==> src/hdl/prime_coordinate_scanner_core_macros.svh <==
// Assertion macros used by the scanner core RTL
`ifndef PRIME_COORDINATE_SCANNER_CORE_MACROS_SVH
`define PRIME_COORDINATE_SCANNER_CORE_MACROS_SVH

// same-cycle implication, checked out of reset
`define PCS_ASSERT_NOW(label, ante, cons, msg) \
  label: assert property (@(posedge clk) disable iff (!rst_n) (ante) |-> (cons)) \
    else $error(msg);

// next-cycle implication, checked out of reset
`define PCS_ASSERT_NEXT(label, ante, cons, msg) \
  label: assert property (@(posedge clk) disable iff (!rst_n) (ante) |=> (cons)) \
    else $error(msg);

`endif

==> src/hdl/pcs_pkg.sv <==
// Shared constants and types for the prime coordinate scanner
package pcs_pkg;

  localparam int VALUE_BITS = 16;
  localparam int DIV_BITS   = VALUE_BITS / 2 + 1;
  localparam int SQ_BITS    = 2 * DIV_BITS;
  localparam int CNT_BITS   = $clog2(VALUE_BITS);
  localparam int POS_BITS   = 16;
  localparam int FIELD_BITS = 16;
  localparam int ADDR_BITS  = 3;
  localparam int DATA_BITS  = 32;

  localparam logic [POS_BITS-1:0] ROW_LENGTH_RESET = POS_BITS'(5000);
  localparam logic [ADDR_BITS-1:0] REG_ROW_LENGTH  = ADDR_BITS'(0);

  typedef struct packed {
    logic                  start;
    logic [VALUE_BITS-1:0] dividend;
    logic [DIV_BITS-1:0]   divisor;
  } pcs_div_req_t;

  typedef struct packed {
    logic busy;
    logic done;
    logic rem_zero;
  } pcs_div_rsp_t;

  typedef struct packed {
    logic [POS_BITS-1:0] row;
    logic [POS_BITS-1:0] column;
  } pcs_pos_t;

endpackage

==> src/hdl/prime_coordinate_scanner_core.sv <==
// Top level: trial-division prime test with row/column tagging of each item
// Odd values of 3 or more are divided by each odd trial divisor d with d*d <= value
// until one divides; 2 is prime, values below 2 and even values are not. Non-primes give no result.
// One item at a time: in_stall holds new items until the block returns to idle, which takes
// longer while a result waits on out_stall. Reset: synchronous active-low rst_n, row_length 5000.
module prime_coordinate_scanner_core (
  input  logic                            clk,
  input  logic                            rst_n,
  input  logic                            in_valid,
  output logic                            in_stall,
  input  logic [pcs_pkg::FIELD_BITS-1:0]  in_value,
  input  logic                            in_first,
  output logic                            out_valid,
  input  logic                            out_stall,
  output logic [pcs_pkg::POS_BITS-1:0]    out_row,
  output logic [pcs_pkg::POS_BITS-1:0]    out_column,
  input  logic                            psel,
  input  logic                            penable,
  input  logic                            pwrite,
  input  logic [pcs_pkg::ADDR_BITS-1:0]   paddr,
  input  logic [pcs_pkg::DATA_BITS-1:0]   pwdata,
  output logic [pcs_pkg::DATA_BITS-1:0]   prdata,
  output logic                            pready
);
  import pcs_pkg::*;
  `include "prime_coordinate_scanner_core_macros.svh"

  typedef enum logic [2:0] {
    S_IDLE,
    S_CHECK,
    S_DIV,
    S_FINISH
  } state_t;

  state_t                state_r, state_nxt;
  logic [POS_BITS-1:0]   row_length_r;
  logic [VALUE_BITS-1:0] cand_r, cand_nxt;
  logic [DIV_BITS-1:0]   div_r, div_nxt;
  logic [SQ_BITS-1:0]    sq_r, sq_nxt;
  logic                  prime_r, prime_nxt;
  logic [POS_BITS-1:0]   item_row_r, item_row_nxt;
  logic [POS_BITS-1:0]   item_col_r, item_col_nxt;
  logic                  out_valid_r, out_valid_nxt;
  logic [POS_BITS-1:0]   out_row_r, out_row_nxt;
  logic [POS_BITS-1:0]   out_col_r, out_col_nxt;
  logic                  div_start;

  logic                  accept;
  logic [VALUE_BITS-1:0] in_n;
  logic                  cfg_write;
  pcs_div_req_t          div_req;
  pcs_div_rsp_t          div_rsp;
  pcs_pos_t              pos;

  assign in_stall  = (state_r != S_IDLE);
  assign accept    = in_valid && !in_stall;
  assign in_n      = VALUE_BITS'(in_value);
  assign pready    = 1'b1;
  assign cfg_write = psel && penable && pwrite && pready;
  assign prdata    = (paddr[ADDR_BITS-1] == REG_ROW_LENGTH[ADDR_BITS-1]) ?
                     DATA_BITS'(row_length_r) : '0;

  always_ff @(posedge clk) begin
    if (!rst_n) begin
      row_length_r <= ROW_LENGTH_RESET;
    end else if (cfg_write && (paddr[ADDR_BITS-1] == REG_ROW_LENGTH[ADDR_BITS-1])) begin
      row_length_r <= pwdata[POS_BITS-1:0];
    end
  end

  pcs_position u_position (
    .clk        (clk),
    .rst_n      (rst_n),
    .advance    (accept),
    .first      (in_first),
    .row_length (row_length_r),
    .pos        (pos)
  );

  assign div_req.start    = div_start;
  assign div_req.dividend = cand_r;
  assign div_req.divisor  = div_r;

  pcs_serial_mod u_serial_mod (
    .clk   (clk),
    .rst_n (rst_n),
    .req   (div_req),
    .rsp   (div_rsp)
  );

  always_comb begin
    state_nxt     = state_r;
    cand_nxt      = cand_r;
    div_nxt       = div_r;
    sq_nxt        = sq_r;
    prime_nxt     = prime_r;
    item_row_nxt  = item_row_r;
    item_col_nxt  = item_col_r;
    out_valid_nxt = out_valid_r && out_stall;
    out_row_nxt   = out_row_r;
    out_col_nxt   = out_col_r;
    div_start     = 1'b0;
    case (state_r)
      S_IDLE: begin
        if (accept) begin
          cand_nxt     = in_n;
          div_nxt      = DIV_BITS'(3);
          sq_nxt       = SQ_BITS'(9);
          item_row_nxt = pos.row;
          item_col_nxt = pos.column;
          if (in_n < VALUE_BITS'(2)) begin
            prime_nxt = 1'b0;
            state_nxt = S_FINISH;
          end else if (in_n == VALUE_BITS'(2)) begin
            prime_nxt = 1'b1;
            state_nxt = S_FINISH;
          end else if (!in_n[0]) begin
            prime_nxt = 1'b0;
            state_nxt = S_FINISH;
          end else begin
            state_nxt = S_CHECK;
          end
        end
      end
      S_CHECK: begin
        if (sq_r > SQ_BITS'(cand_r)) begin
          prime_nxt = 1'b1;
          state_nxt = S_FINISH;
        end else begin
          div_start = 1'b1;
          state_nxt = S_DIV;
        end
      end
      S_DIV: begin
        if (div_rsp.done) begin
          if (div_rsp.rem_zero) begin
            prime_nxt = 1'b0;
            state_nxt = S_FINISH;
          end else begin
            div_nxt   = div_r + DIV_BITS'(2);
            sq_nxt    = sq_r + SQ_BITS'({div_r, 2'b00}) + SQ_BITS'(4);
            state_nxt = S_CHECK;
          end
        end
      end
      S_FINISH: begin
        if (!prime_r) begin
          state_nxt = S_IDLE;
        end else if (!out_valid_r || !out_stall) begin
          out_valid_nxt = 1'b1;
          out_row_nxt   = item_row_r;
          out_col_nxt   = item_col_r;
          state_nxt     = S_IDLE;
        end
      end
      default: begin
        state_nxt = S_IDLE;
      end
    endcase
  end

  always_ff @(posedge clk) begin
    if (!rst_n) begin
      state_r     <= S_IDLE;
      out_valid_r <= 1'b0;
      cand_r      <= '0;
      div_r       <= DIV_BITS'(3);
    end else begin
      state_r     <= state_nxt;
      out_valid_r <= out_valid_nxt;
      cand_r      <= cand_nxt;
      div_r       <= div_nxt;
    end
    sq_r       <= sq_nxt;
    prime_r    <= prime_nxt;
    item_row_r <= item_row_nxt;
    item_col_r <= item_col_nxt;
    out_row_r  <= out_row_nxt;
    out_col_r  <= out_col_nxt;
  end

  assign out_valid  = out_valid_r;
  assign out_row    = out_row_r;
  assign out_column = out_col_r;

  `PCS_ASSERT_NEXT(a_busy_after_accept, accept, in_stall, "item accepted but block not busy")
  `PCS_ASSERT_NOW(a_done_in_div, div_rsp.done, state_r == S_DIV, "remainder done outside divide")
  `PCS_ASSERT_NOW(a_check_unit_idle, state_r == S_CHECK, !div_rsp.busy, "remainder unit busy in check")
  `PCS_ASSERT_NEXT(a_load_from_finish, !out_valid_r && out_valid_nxt, $past(state_r) == S_FINISH && prime_r, "result loaded outside finish")

endmodule

==> src/hdl/pcs_serial_mod.sv <==
// Bit-serial restoring remainder unit, one dividend bit per cycle
module pcs_serial_mod (
  input  logic                  clk,
  input  logic                  rst_n,
  input  pcs_pkg::pcs_div_req_t req,
  output pcs_pkg::pcs_div_rsp_t rsp
);
  import pcs_pkg::*;

  logic                  busy_r, busy_nxt;
  logic                  done_r, done_nxt;
  logic [CNT_BITS-1:0]   cnt_r, cnt_nxt;
  logic [VALUE_BITS-1:0] num_r, num_nxt;
  logic [DIV_BITS-1:0]   den_r, den_nxt;
  logic [DIV_BITS-1:0]   rem_r, rem_nxt;
  logic [DIV_BITS:0]     trial;
  logic [DIV_BITS:0]     diff;

  assign trial = {rem_r, num_r[VALUE_BITS-1]};
  assign diff  = trial - {1'b0, den_r};

  always_comb begin
    busy_nxt = busy_r;
    done_nxt = 1'b0;
    cnt_nxt  = cnt_r;
    num_nxt  = num_r;
    den_nxt  = den_r;
    rem_nxt  = rem_r;
    if (busy_r) begin
      num_nxt = num_r << 1;
      if (trial >= {1'b0, den_r}) begin
        rem_nxt = diff[DIV_BITS-1:0];
      end else begin
        rem_nxt = trial[DIV_BITS-1:0];
      end
      cnt_nxt = cnt_r - 1'b1;
      if (cnt_r == '0) begin
        busy_nxt = 1'b0;
        done_nxt = 1'b1;
      end
    end else if (req.start) begin
      busy_nxt = 1'b1;
      cnt_nxt  = CNT_BITS'(VALUE_BITS - 1);
      num_nxt  = req.dividend;
      den_nxt  = req.divisor;
      rem_nxt  = '0;
    end
  end

  always_ff @(posedge clk) begin
    if (!rst_n) begin
      busy_r <= 1'b0;
      done_r <= 1'b0;
    end else begin
      busy_r <= busy_nxt;
      done_r <= done_nxt;
    end
    cnt_r <= cnt_nxt;
    num_r <= num_nxt;
    den_r <= den_nxt;
    rem_r <= rem_nxt;
  end

  assign rsp.busy     = busy_r;
  assign rsp.done     = done_r;
  assign rsp.rem_zero = (rem_r == '0);

endmodule

==> src/hdl/pcs_position.sv <==
// Row and column counters with row-length wrap and saturating row
module pcs_position (
  input  logic                          clk,
  input  logic                          rst_n,
  input  logic                          advance,
  input  logic                          first,
  input  logic [pcs_pkg::POS_BITS-1:0]  row_length,
  output pcs_pkg::pcs_pos_t             pos
);
  import pcs_pkg::*;

  logic [POS_BITS-1:0] row_r, row_nxt;
  logic [POS_BITS-1:0] col_r, col_nxt;
  logic [POS_BITS-1:0] base_row;
  logic [POS_BITS-1:0] base_col;
  logic [POS_BITS:0]   next_col;
  logic                wrap;

  assign base_row = first ? '0 : row_r;
  assign base_col = first ? '0 : col_r;
  assign next_col = {1'b0, base_col} + 1'b1;
  assign wrap     = next_col[POS_BITS] ||
                    ((row_length != '0) && (next_col >= {1'b0, row_length}));

  always_comb begin
    row_nxt = row_r;
    col_nxt = col_r;
    if (advance) begin
      if (wrap) begin
        col_nxt = '0;
        row_nxt = (base_row == '1) ? base_row : base_row + 1'b1;
      end else begin
        col_nxt = next_col[POS_BITS-1:0];
        row_nxt = base_row;
      end
    end
  end

  always_ff @(posedge clk) begin
    if (!rst_n) begin
      row_r <= '0;
      col_r <= '0;
    end else begin
      row_r <= row_nxt;
      col_r <= col_nxt;
    end
  end

  assign pos.row    = base_row;
  assign pos.column = base_col;

endmodule
==> config.mk <==
export PLATFORM = sky130hd
export DESIGN_NAME = prime_coordinate_scanner_core
export DESIGN_NICKNAME = d
export VERILOG_FILES = /design/src/hdl/pcs_pkg.sv /design/src/hdl/prime_coordinate_scanner_core.sv /design/src/hdl/pcs_serial_mod.sv /design/src/hdl/pcs_position.sv
export VERILOG_INCLUDE_DIRS = /design/src /design/src/hdl
export SDC_FILE = /design/constraint.sdc
export NUM_CORES = 1
export LEC_CHECK = 0
export BUFFER_PORTS_ARGS = -buffer_cell sky130_fd_sc_hd__clkbuf_2
export CAP_MARGIN = 0
export CORE_ASPECT_RATIO = 1.1
export CORE_MARGIN = 2
export CORE_UTILIZATION = 40
export CTS_CLUSTER_SIZE = 28
export DETAILED_ROUTE_END_ITERATION = 8
export PLACE_DENSITY = 0.65
export SLEW_MARGIN = 40
export SYNTH_ARGS = -nofsm -noshare
export SYNTH_HDL_FRONTEND = slang
export SYNTH_SLANG_ARGS = --single-unit
==> constraint.sdc <==
create_clock -name clk -period 9.2 [get_ports clk]
set_clock_uncertainty 0.1 [all_clocks]
set_input_delay 0.46 -clock clk [delete_from_list [all_inputs] [get_ports clk]]
set_output_delay 0.46 -clock clk [all_outputs]
set_load 0.01 [all_outputs]
-- Word level (Yosys, flattened, before mapping)
Cells that the tools add are included.
- logic and storage cells: 119
- input port bits: 59
- register bits after elaboration: 200
- output and inout bits: 67
- bitwise logic cells: 2
- reduce and logical (&&, ||, !) cells: 26
- add/sub/neg operators: 7
- equal/unequal tests: 12
- order comparisons: 4
- multiplexer cells: 48
- operators by type and width (cell ; count):
    16-bit two-way mux ; 8
    18-bit two-way mux ; 3
    9-bit two-way mux ; 6
    18-bit case mux with 2 select lines ; 1
    18-bit by 11-bit adder with 18-bit output ; 1
    18-bit by 3-bit adder with 18-bit output (second input constant) ; 1
    18-bit by 16-bit > comparator with 1-bit output ; 1
    9-bit case mux with 2 select lines ; 1
    16-bit by 1-bit adder with 17-bit output (second input constant) ; 1
    17-bit by 16-bit greater-or-equal comparator with 1-bit output ; 1
    1-bit two-way mux ; 17
    16-bit by 1-bit adder with 16-bit output (second input constant) ; 1
    16-bit equality test (second input constant) ; 1
    16-bit by 2-bit equality test with 1-bit output (second input constant) ; 1
    16-bit by 2-bit less-than comparator with 1-bit output (second input constant) ; 1
    16-bit nonzero test ; 1
    3-bit two-way mux ; 4
    3-bit case mux with 4 select lines ; 1
    10-bit by 9-bit greater-or-equal comparator with 1-bit output ; 1
    9-bit by 2-bit adder with 9-bit output (second input constant) ; 1
    9-bit zero test ; 1
    9-bit subtractor ; 1
    2-bit two-way mux ; 4
    4-bit two-way mux ; 2
    20 further kinds ; 38

-- Logic depth before layout (Yosys ltp)
Gate-level depths: netlist of the first run.
- depth after elaboration: 6
- mapped depth: 21
- depth with buffers taken out: 15

-- Hierarchy
From an unflattened synthesis of the first run, not the netlist that was laid out.
- cell total of the unflattened synthesis: 1021
- area total of the unflattened synthesis: 10344.9 µm²
- modules (own cells, without submodules) (module ; cells an instance ; times used ; seq. area each (µm²) ; area an instance (µm²)):
    prime_coordinate_scanner_core ; 509 ; 1 ; 3313.2 ; 5698.0
    pcs_position ; 338 ; 1 ; 640.6 ; 2524.9
    pcs_serial_mod ; 174 ; 1 ; 1171.1 ; 2122.0

-- Least setup slack after synthesis of the first run
No wires, ideal clock.
- kind: input -> register
- start point: in in_first
- end point: reg u_position.row_r[2]
- data required time: 8978 ps
- buffers on the path: 5
- slack: 5133 ps
- stages on the path: 20
- arrival: 3845 ps
- setup time: 122 ps
- cell sequence: buf_6 -> buf_2 -> clkbuf_1 -> clkbuf_1 -> nor2b_1 -> ha_1 -> nand2_1 -> nor4_4 -> nand4_1 -> xor2_1 -> nor2_1 -> ha_1 -> a21oi_1 -> nand2_1 -> o211ai_1 -> o21ai_2 -> nor2_2 -> buf_2 -> nor4_1 -> a311o_1
- RTL lines (what ; RTL line ; RTL):
    start, declared ; prime_coordinate_scanner_core.sv:12 ; input logic in_first,
    end signal, assigned ; pcs_position.sv:44 ; row_r <= row_nxt;
    end, declared ; pcs_position.sv:12 ; logic [POS_BITS-1:0] row_r, row_nxt;

==> flow_metrics.tcl, run 1 <==
set metrics [dict create \
    ctsHtreeMaxLevel 4 \
    synth_cells 1017 \
    whs_ns 0.125 \
    clkLatencyLatePin_ns 0.45 \
    status "finished clean" \
    instances_no_fill 1411 \
    cts.sinks 197 \
    io_buffers 90 \
    antenna_found_initial 0 \
    place_area_mm2 0.0107 \
    cp_max_fo 46 \
    initial_core_util_pct 40.8 \
    final.min_clock_period_ns 3.96 \
    synth-edff-count 118 \
    cts_tree "yes" \
    synth-seq-area-share_pct 51.2 \
    p_clk_share_pct 27.5 \
    dpl.hpwl_mm 15.0 \
    slew_violations 0 \
    fp-row-count 60 \
    gp_congestion 0.808 \
    viasPerCell 5.29 \
    crit_path_end_kind "flop" \
    setup_viol 0 \
    ys_top_cells_by_area "edfxtp_1 (35%), dfxtp_1 (16%), ha_1 (8.1%)" \
    synthDistinctLibCells 69 \
    hold_buffers 0 \
    wl_per_cell_um 15.4 \
    critPathBufInv 2 \
    seqPwrFrac_pct 46.2 \
    cts_resized 0 \
    combPwrFrac_pct 26.3 \
    max_stage_delay_ns 0.43 \
    internal_power_uw 1790 \
    fin_crit_sh_pct 43.0 \
    drt-initial-drc-count 636 \
    setup_ws_ns 5.24 \
    synth_area_per_cell_um2 9.84 \
    required_ns 9.46 \
    drt_first_pass_iters 5 \
    r2r_slack_ns 5.27 \
    die_h_um 170 \
    power_density_mw_per_mm2 241 \
    switching_share_pct 34.2 \
    clkTransAtPathRegs_ns 0.08 \
    grt_max_degree 62 \
    hp-class "in -> reg" \
    drv_cap 0 \
    switchingPower_uw 930 \
    vias 7470 \
    rsz0062_at_grt "false" \
    critPathKind "in -> reg" \
    ant_nets 0 \
    grt_first_pass_wirelength_mm 35.3 \
    post-route-cell-area_mm2 0.0113 \
    cp_top_family "simple AND/OR/NAND/NOR gates" \
    path_cells "clkbuf_2 > buf_4 > nor2b_1 > ha_1 > nand2_1 > nor4_4 > nand4_1 > xor2_1 > nor2_1 > ha_1 > a21oi_1 > nand2_1 > o211ai_1 > o21ai_2 > or2_2 > a31o_2 > a311oi_1" \
    clk_path_buf_depth 2 \
    ys_warn_count 0 \
    grt_pass1_vias 6841 \
    async_reset_ff_share_pct 0 \
    synth.cell_area_mm2 0.0100 \
    start_kind "input pin" \
    tns_ns 0 \
    drive_gt1_share_pct 13.9 \
    cts-root-buf "clkbuf_16" \
    drc_errors 0 \
    yosys_most_used_dff "edfxtp_1" \
    maxSlewHeadroom_pct 45.7 \
    synth_seq_cells 197 \
    tightest_slew_ns 0.794 \
    nets 1214 \
    fp.coreArea_mm2 0.0245 \
    yosysMostFrequentCell "nand2_1" \
    crit_arrival_ns 4.21 \
    cts_buffers 17 \
    max_freq_mhz 253 \
    yosys.area.top_type "edfxtp_1" \
    synthTopCellsByCount "nand2_1 (154), edfxtp_1 (118), dfxtp_1 (79)" \
    num_io_pins 126 \
    grt_overflow_total 0 \
    grt.total_usage_pct 16.8 \
    cpMaxStageDelayCell "or2_2" \
    die_area_mm2 0.0263 \
    diodes 0 \
    vdd_drop_max_uv 151 \
    hold_viol_final 0 \
    post_cts_buffers 0 \
    place_inst 1379 \
    dpl_worst_slack_ns 4.81 \
    synth_top_area_share_pct 35.4 \
    p_leak_uw 0.00430 \
    drt_wl_total_mm 21.7 \
    fillCellCount 2278 \
    die_w_um 155 \
    area_growth_syn_to_layout_pct 12.9 \
]
[cell families (layout without fill, tap and decap cells)]
| family | after synthesis | count (layout) | share of synthesized area, % |
|---|---|---|---|
| AO/OA/AOI/OAI | 186 | 186 | 11.7 |
| XOR/XNOR | 36 | 36 | 3.15 |
| adder cells (fa/ha/maj) | 67 | 67 | 8.53 |
| buffers and inverters | 123 | 192 | 5.41 |
| flip-flops | 197 | 197 | 51.2 |
| multiplexers | 2 | 2 | 0.200 |
| other | 2 | 17 | 0.0750 |
| AND/OR/NAND/NOR | 404 | 404 | 19.7 |
[cell type report]
class	count	area, um^2	share of cell area (%)
flip-flops and latches	197	5130	45.4
clock inverters	12	126	1.12
repair buffers	98	538	4.76
multi-input cells	712	4420	39.1
well taps	310	388	3.43
clock buffers	20	468	4.14
inverters	62	233	2.06
[final timing paths]
| check | startpoint | to | depth (start not counted) |
|---|---|---|---|
| max | in_first | u_position.row_r[6] | 17 |
| min | pwdata[6] | row_length_r[6] | 3 |
| max reg2reg | u_position.col_r[0] | u_position.row_r[6] | 15 |
| min reg2reg | item_row_r[8] | out_row[8] | 0 |
[worst reg2reg max path, stage by stage (launching register included)]
cell      delay [ns]
dfxtp_1         0.37
nor2b_1         0.29
ha_1            0.26
nand2_1         0.12
nor4_4          0.42
nand4_1         0.16
xor2_1          0.16
nor2_1          0.18
ha_1            0.29
a21oi_1         0.19
nand2_1         0.07
o211ai_1        0.19
o21ai_2         0.09
or2_2           0.43
a31o_2          0.25
a311oi_1        0.25
[state kept, by name, summed over array words and instances, names as in the netlist, 16 cells and up]
name,count
u_position.col_r,16
item_row_r,16
row_length_r,16
sq_r,16
out_row,16
u_position.row_r,16
out_column,16
item_col_r,16
u_serial_mod.num_r,16
cand_r,16
[metrics by stage]
step / utilization, % / total power [uW]
2_1_floorplan: - / 1780
3_3_place_gp: 43.4 / 1960
3_5_place_dp: 43.6 / 1990
4_1_cts: 46.0 / 2740
5_1_grt: 46.0 / 2880
6_report: 46.0 / 2720
[power groups by stage]
stage          registers [uW]  clock network, uW  logic (uW)
6_report                 1260                750         716
5_1_grt                  1280                794         814
4_1_cts                  1260                761         719
3_5_place_dp             1280                  0         708
3_3_place_gp             1270                  0         685
2_1_floorplan            1230                  0         551
[layout by cell type, fill, tap and decap left out, drive strengths merged, types with 17 or more instances in the layout]
master / instances
nand2: 155
nand3: 40
edfxtp: 118
a21oi: 72
dfxtp: 79
ha: 65
o21ai: 35
nand4: 26
conb: 17
nor2b: 37
inv: 70
nor2: 72
xor2: 22
clkbuf: 110
[routing by layer]
metal / share of wire, % / vias to the layer above / wire length, um / track usage, %
met5: 0 / - / 0 / 0
met4: 1.1 / 0 / 235 / 4.63
met3: 4.0 / 16 / 865 / 2.70
met2: 46 / 187 / 9970 / 26.4
met1: 49 / 3534 / 10600 / 24.1
li1: - / 3733 / - / -
(Power assumes the default switching activity.)
==> run 2: changes to the inputs <==
- PLACE_DENSITY: 0.65 -> 0.67
- clock period: 9.2 -> 3.3 ns (I/O delays scaled with it)
==> run 2 against run 1 <==
Against the previous run: combinational power rose to 3.0 times the previous value; design area grew 7.6%; critical path type is now reg -> reg; worst hold slack worse by 0.047 ns; highest routed layer unchanged.
==> flow_metrics.tcl, run 2 (synthesized netlist as in run 1, its figures left out) <==
set metrics [dict create \
    ctsHtreeMaxLevel 4 \
    hold_viol_final 0 \
    crit_arrival_ns 3.51 \
    internal_power_uw 5100 \
    status "finished clean" \
    drive_gt1_share_pct 19.0 \
    vias 7869 \
    dpl_worst_slack_ns -0.167 \
    clk_path_buf_depth 2 \
    fin_crit_sh_pct 98.1 \
    die_area_mm2 0.0263 \
    num_io_pins 126 \
    grt.total_usage_pct 17.8 \
    die_h_um 170 \
    max_freq_mhz 309 \
    cts_tree "yes" \
    start_kind "flop" \
    mostFrequentLayoutCells "nand2_1 (152), edfxtp_1 (118), clkbuf_2 (90)" \
    fp.coreArea_mm2 0.0245 \
    seqPwrFrac_pct 44.8 \
    ant_nets 0 \
    p_leak_uw 0.00469 \
    rsz0062_at_grt "true" \
    drv_cap 0 \
    dpl.hpwl_mm 16.2 \
    drc_errors 0 \
    cp_max_fo 6 \
    totalPowerFinal_uw 7700 \
    viasPerCell 5.30 \
    grt_pass1_vias 7371 \
    tightest_slew_ns 0.734 \
    whs_path_depth 5 \
    area_growth_syn_to_layout_pct 21.5 \
    setup_ws_ns 0.0637 \
    final_common_cell "nand2_1" \
    switchingPower_uw 2610 \
    diodes 0 \
    antenna_found_initial 0 \
    min_from "in_valid" \
    gp_congestion 0.814 \
    initial_core_util_pct 40.8 \
    wl_per_cell_um 15.7 \
    grt_overflow_total 0 \
    drt-initial-drc-count 619 \
    r2r_slack_ns 0.06 \
    cts.sinks 197 \
    switching_share_pct 33.8 \
    crit_path_end_kind "flop" \
    drt_wl_total_mm 23.2 \
    hp-class "in -> reg" \
    fp-row-count 60 \
    grt_first_pass_wirelength_mm 37.3 \
    fillCellCount 2194 \
    drt_first_pass_iters 5 \
    setup_viol 0 \
    power_density_mw_per_mm2 633 \
    clkLatencyLatePin_ns 0.44 \
    maxSlewHeadroom_pct 50.6 \
    slew_violations 0 \
    cts_buffers 17 \
    die_w_um 155 \
    cts-root-buf "clkbuf_16" \
    place_inst 1411 \
    io_buffers 90 \
    instances_no_fill 1484 \
    required_ns 3.57 \
    reg2reg_from "u_position.col_r[5]" \
    r2r-end "u_position.row_r[11]" \
    grt_max_degree 60 \
    combPwrFrac_pct 28.1 \
    clkTransAtPathRegs_ns 0.08 \
    critPathKind "reg -> reg" \
    nets 1287 \
    final.min_clock_period_ns 3.24 \
    reg2reg_depth 15 \
    p_clk_share_pct 27.1 \
    vdd_drop_max_uv 369 \
    holdPathEnd "div_r[2]" \
]
run 2: changes by cell type in the layout (fill, tap and decap cells not counted), sizes merged:
cell,previous run,this run
buf,8,48
bufinv,0,1
dlygate4sd3,0,33
clkbuf,110,108
inv,70,68
clkinvlp,1,2
clkinv,3,5
run 2: worst max path at each step:
stage                   startpoint                    to  slack (ns)
2_1_floorplan             in_first  u_position.row_r[12]       -0.03
3_3_place_gp              in_first  u_position.row_r[11]       -0.08
3_5_place_dp              in_first  u_position.row_r[11]       -0.17
4_1_cts        u_position.col_r[0]  u_position.row_r[11]       0.005
5_1_grt        u_position.col_r[1]  u_position.row_r[11]       -0.15
6_report       u_position.col_r[5]  u_position.row_r[11]        0.06
run 2: area by class of cell:
cell class              instances  area [um^2]  share of cell area, %
flip-flops and latches        197         5140                   42.3
multi-input cells             712         4610                   37.9
repair buffers                171         1190                   9.80
clock buffers                  18          429                   3.53
well taps                     310          388                   3.19
inverters                      62          233                   1.91
clock inverters                14          161                   1.33
run 2: metal layers:
layer	global-route usage, %	up-vias	part of all wire, %
li1	-	3867	-
met1	24.3	3773	47
met2	29.2	207	47
met3	2.93	22	4.3
met4	5.56	0	1.2
met5	0	-	0
run 2: through the flow:
stage	instance area, um^2	utilization (%)	hold slack [ns]	setup TNS [ns]
2_1_floorplan	10200	-	0.201	-0.0735
3_3_place_gp	11000	44.8	0.291	-0.519
3_5_place_dp	11000	44.8	0.294	-0.629
4_1_cts	12000	48.7	0.0645	0
5_1_grt	12200	49.5	0.119	-2.22
6_report	12200	49.5	0.0782	0
run 2: critical path, stage by stage (launching register included):
cell and delay (ns):
dfxtp_4 0.38, nand4b_1 0.15, nor4_2 0.25, buf_4 0.17, nand4_1 0.12, xor2_1 0.23
nor2_2 0.09, ha_2 0.34, nand4_1 0.10, nor2_1 0.12, nand2_1 0.09, a21oi_4 0.17
nor2_4 0.09, buf_6 0.14, or4b_1 0.45, a31oi_1 0.17
run 2: power groups by stage:
| stage | registers [uW] | clock network, uW | logic [uW] |
|---|---|---|---|
| 2_1_floorplan | 3420 | 0 | 1540 |
| 3_3_place_gp | 3490 | 0 | 2060 |
| 3_5_place_dp | 3510 | 0 | 2120 |
| 4_1_cts | 3460 | 2130 | 2170 |
| 5_1_grt | 3500 | 2220 | 2450 |
| 6_report | 3450 | 2090 | 2160 |
run 2: what timing repair did:
item,CTS,global route
pin swaps,4,20
endpoints found under the setup margin,29,32
hold endpoints to repair,33,0
buffers inserted,2,5
resized for setup,10,33
hold buffers,33,0
gates cloned,0,1
==> run 3: changes to the inputs <==
- CORE_UTILIZATION: 40 -> 58
- PLACE_DENSITY: 0.67 -> 0.86
- RECOVER_POWER: default -> 100
- clock period: 3.3 -> 3 ns (I/O delays scaled with it)
==> run 3 against run 2 <==
Against the previous run: the flow now finishes with violations (setup timing); non-clock buffer count grew 22; clock power grew 3%; first-iteration DRC count up 100%; worst hold slack got worse by 0.026 ns; critical path depth grew 2; total power rose by 11%; via count rose by 8.7%; largest power group unchanged.
==> flow_metrics.tcl, run 3 (synthesized netlist as in run 1, its figures left out) <==
set metrics [dict create \
    viasPerCell 5.98 \
    crit_path_end_kind "flop" \
    cp_top_family "simple AND/OR/NAND/NOR gates" \
    drt_wl_total_mm 25.7 \
    hold_viol_final 0 \
    dpl.hpwl_mm 16.0 \
    clk_path_buf_depth 2 \
    critPathBufInv 5 \
    tightest_slew_ns 0.742 \
    drc_errors 0 \
    power_density_mw_per_mm2 694 \
    critPathLaunch "u_position.col_r[0]" \
    start_kind "flop" \
    initial_core_util_pct 59.0 \
    hp-class "in -> reg" \
    instances_no_fill 1430 \
    cp_max_fo 14 \
    max_stage_delay_ns 0.47 \
    ctsHtreeMaxLevel 4 \
    cts_tree "yes" \
    num_io_pins 126 \
    failed_checks "setup timing" \
    slew_violations 0 \
    vias 8557 \
    required_ns 3.28 \
    nets 1309 \
    vdd_drop_max_uv 563 \
    die_w_um 129 \
    drv_cap 0 \
    final.min_clock_period_ns 3.32 \
    setup_ws_ns -0.317 \
    setup_viol 32 \
    cts_buffers 17 \
    post-route-cell-area_mm2 0.0123 \
    ant_nets 0 \
    cpMaxStageDelayCell "or4b_4" \
    clkTransAtPathRegs_ns 0.07 \
    critPathKind "reg -> reg" \
    clkLatencyLatePin_ns 0.46 \
    gp_congestion 0.871 \
    grt_max_degree 60 \
    io_buffers 90 \
    diodes 0 \
    max_freq_mhz 301 \
    grt_overflow_total 0 \
    min_from "in_valid" \
    place_area_mm2 0.0111 \
    p_leak_uw 0.00483 \
    fp.coreArea_mm2 0.0170 \
    place_inst 1355 \
    final_common_cell "nand2_1" \
    drt_first_pass_iters 8 \
    antenna_found_initial 0 \
    drt-initial-drc-count 1240 \
    fp-row-count 50 \
    grt_pass1_vias 8393 \
    cts.sinks 197 \
    reg2reg_from "u_position.col_r[0]" \
    grt.total_usage_pct 28.2 \
    die_h_um 142 \
    path_cells "buf_4 > nand4_1 > buf_4 > nor4_4 > buf_4 > buf_4 > nand3_2 > xnor2_2 > ha_1 > a21oi_1 > a21oi_1 > o211ai_1 > o21ai_2 > nor2_4 > buf_12 > or4b_4 > a31oi_1" \
    dpl_worst_slack_ns -0.326 \
    status "finished, violations left" \
    crit_top_cell "buf_4" \
    grt_first_pass_wirelength_mm 40.5 \
    die_area_mm2 0.0183 \
    fin_crit_sh_pct 111 \
    area_growth_syn_to_layout_pct 22.8 \
    drive_gt1_share_pct 20.8 \
    crit_arrival_ns 3.60 \
    cts-root-buf "clkbuf_16" \
    maxSlewHeadroom_pct 50.5 \
    rsz0062_at_grt "true" \
    mostFrequentLayoutCells "nand2_1 (152), edfxtp_1 (118), clkbuf_2 (90)" \
    wl_per_cell_um 18.0 \
]
run 3: what timing repair did:
item                                    CTS  global route
buffers inserted                          5             4
pin swaps                                17            24
hold buffers                             33             0
resized for setup                        29            20
endpoints found under the setup margin   34            90
endpoints found under the hold margin    33             0
gates cloned                              1             0
run 3: tightest hold or removal path, stage by stage:
cell       delay, ns
clkbuf_2        0.10
inv_1           0.05
a2bb2oi_1       0.10
nand3_1         0.10
a21oi_1         0.06
run 3: power breakdown:
| group | switching [uW] | total [uW] | internal, uW |
|---|---|---|---|
| clock | 1070 | 2160 | 1090 |
| sequential | 302 | 3810 | 3510 |
| combinational | 1580 | 2560 | 978 |
| total | 2950 | 8530 | 5570 |
run 3: metal layers:
layer / GRT usage (%) / routed length (um) / up-vias
li1: - / - / 3912
met1: 34.1 / 9810 / 4031
met2: 48.3 / 12800 / 511
met3: 6.33 / 2140 / 103
met4: 12.1 / 940 / 0
met5: 0 / 0 / -
run 3: stage by stage:
stage / total power, uW / setup TNS [ns] / utilization [%] / hold WS, ns
after CTS: 8420 / -2.21 / 71.8 / 0.0619
after global routing: 8920 / -10.95 / 72.5 / 0.127
after detailed placement: 6230 / -7.24 / 65.5 / 0.279
after global placement: 6100 / -5.09 / 65.5 / 0.277
final: 8530 / -7.16 / 72.5 / 0.0521
after floorplan: 5460 / -7.74 / - / 0.186
run 3: cell type report:
class | count | area (um^2)
Fill cell | 1044 | 4670
Multi-Input combinational cell | 712 | 4660
Inverter | 62 | 233
Tap cell | 234 | 293
Timing Repair Buffer | 193 | 1410
Clock inverter | 13 | 124
Clock buffer | 19 | 433
Sequential cell | 197 | 5130
run 3: path summary, 6_finish.rpt:
| path | slack, ns | end | depth (start not counted) |
|---|---|---|---|
| setup / recovery | -0.32 | u_position.row_r[11] | 17 |
| hold / removal | 0.05 | div_r[2] | 5 |
| setup reg to reg | -0.32 | u_position.row_r[11] | 17 |
| hold reg to reg | 0.32 | out_row[15] | 0 |
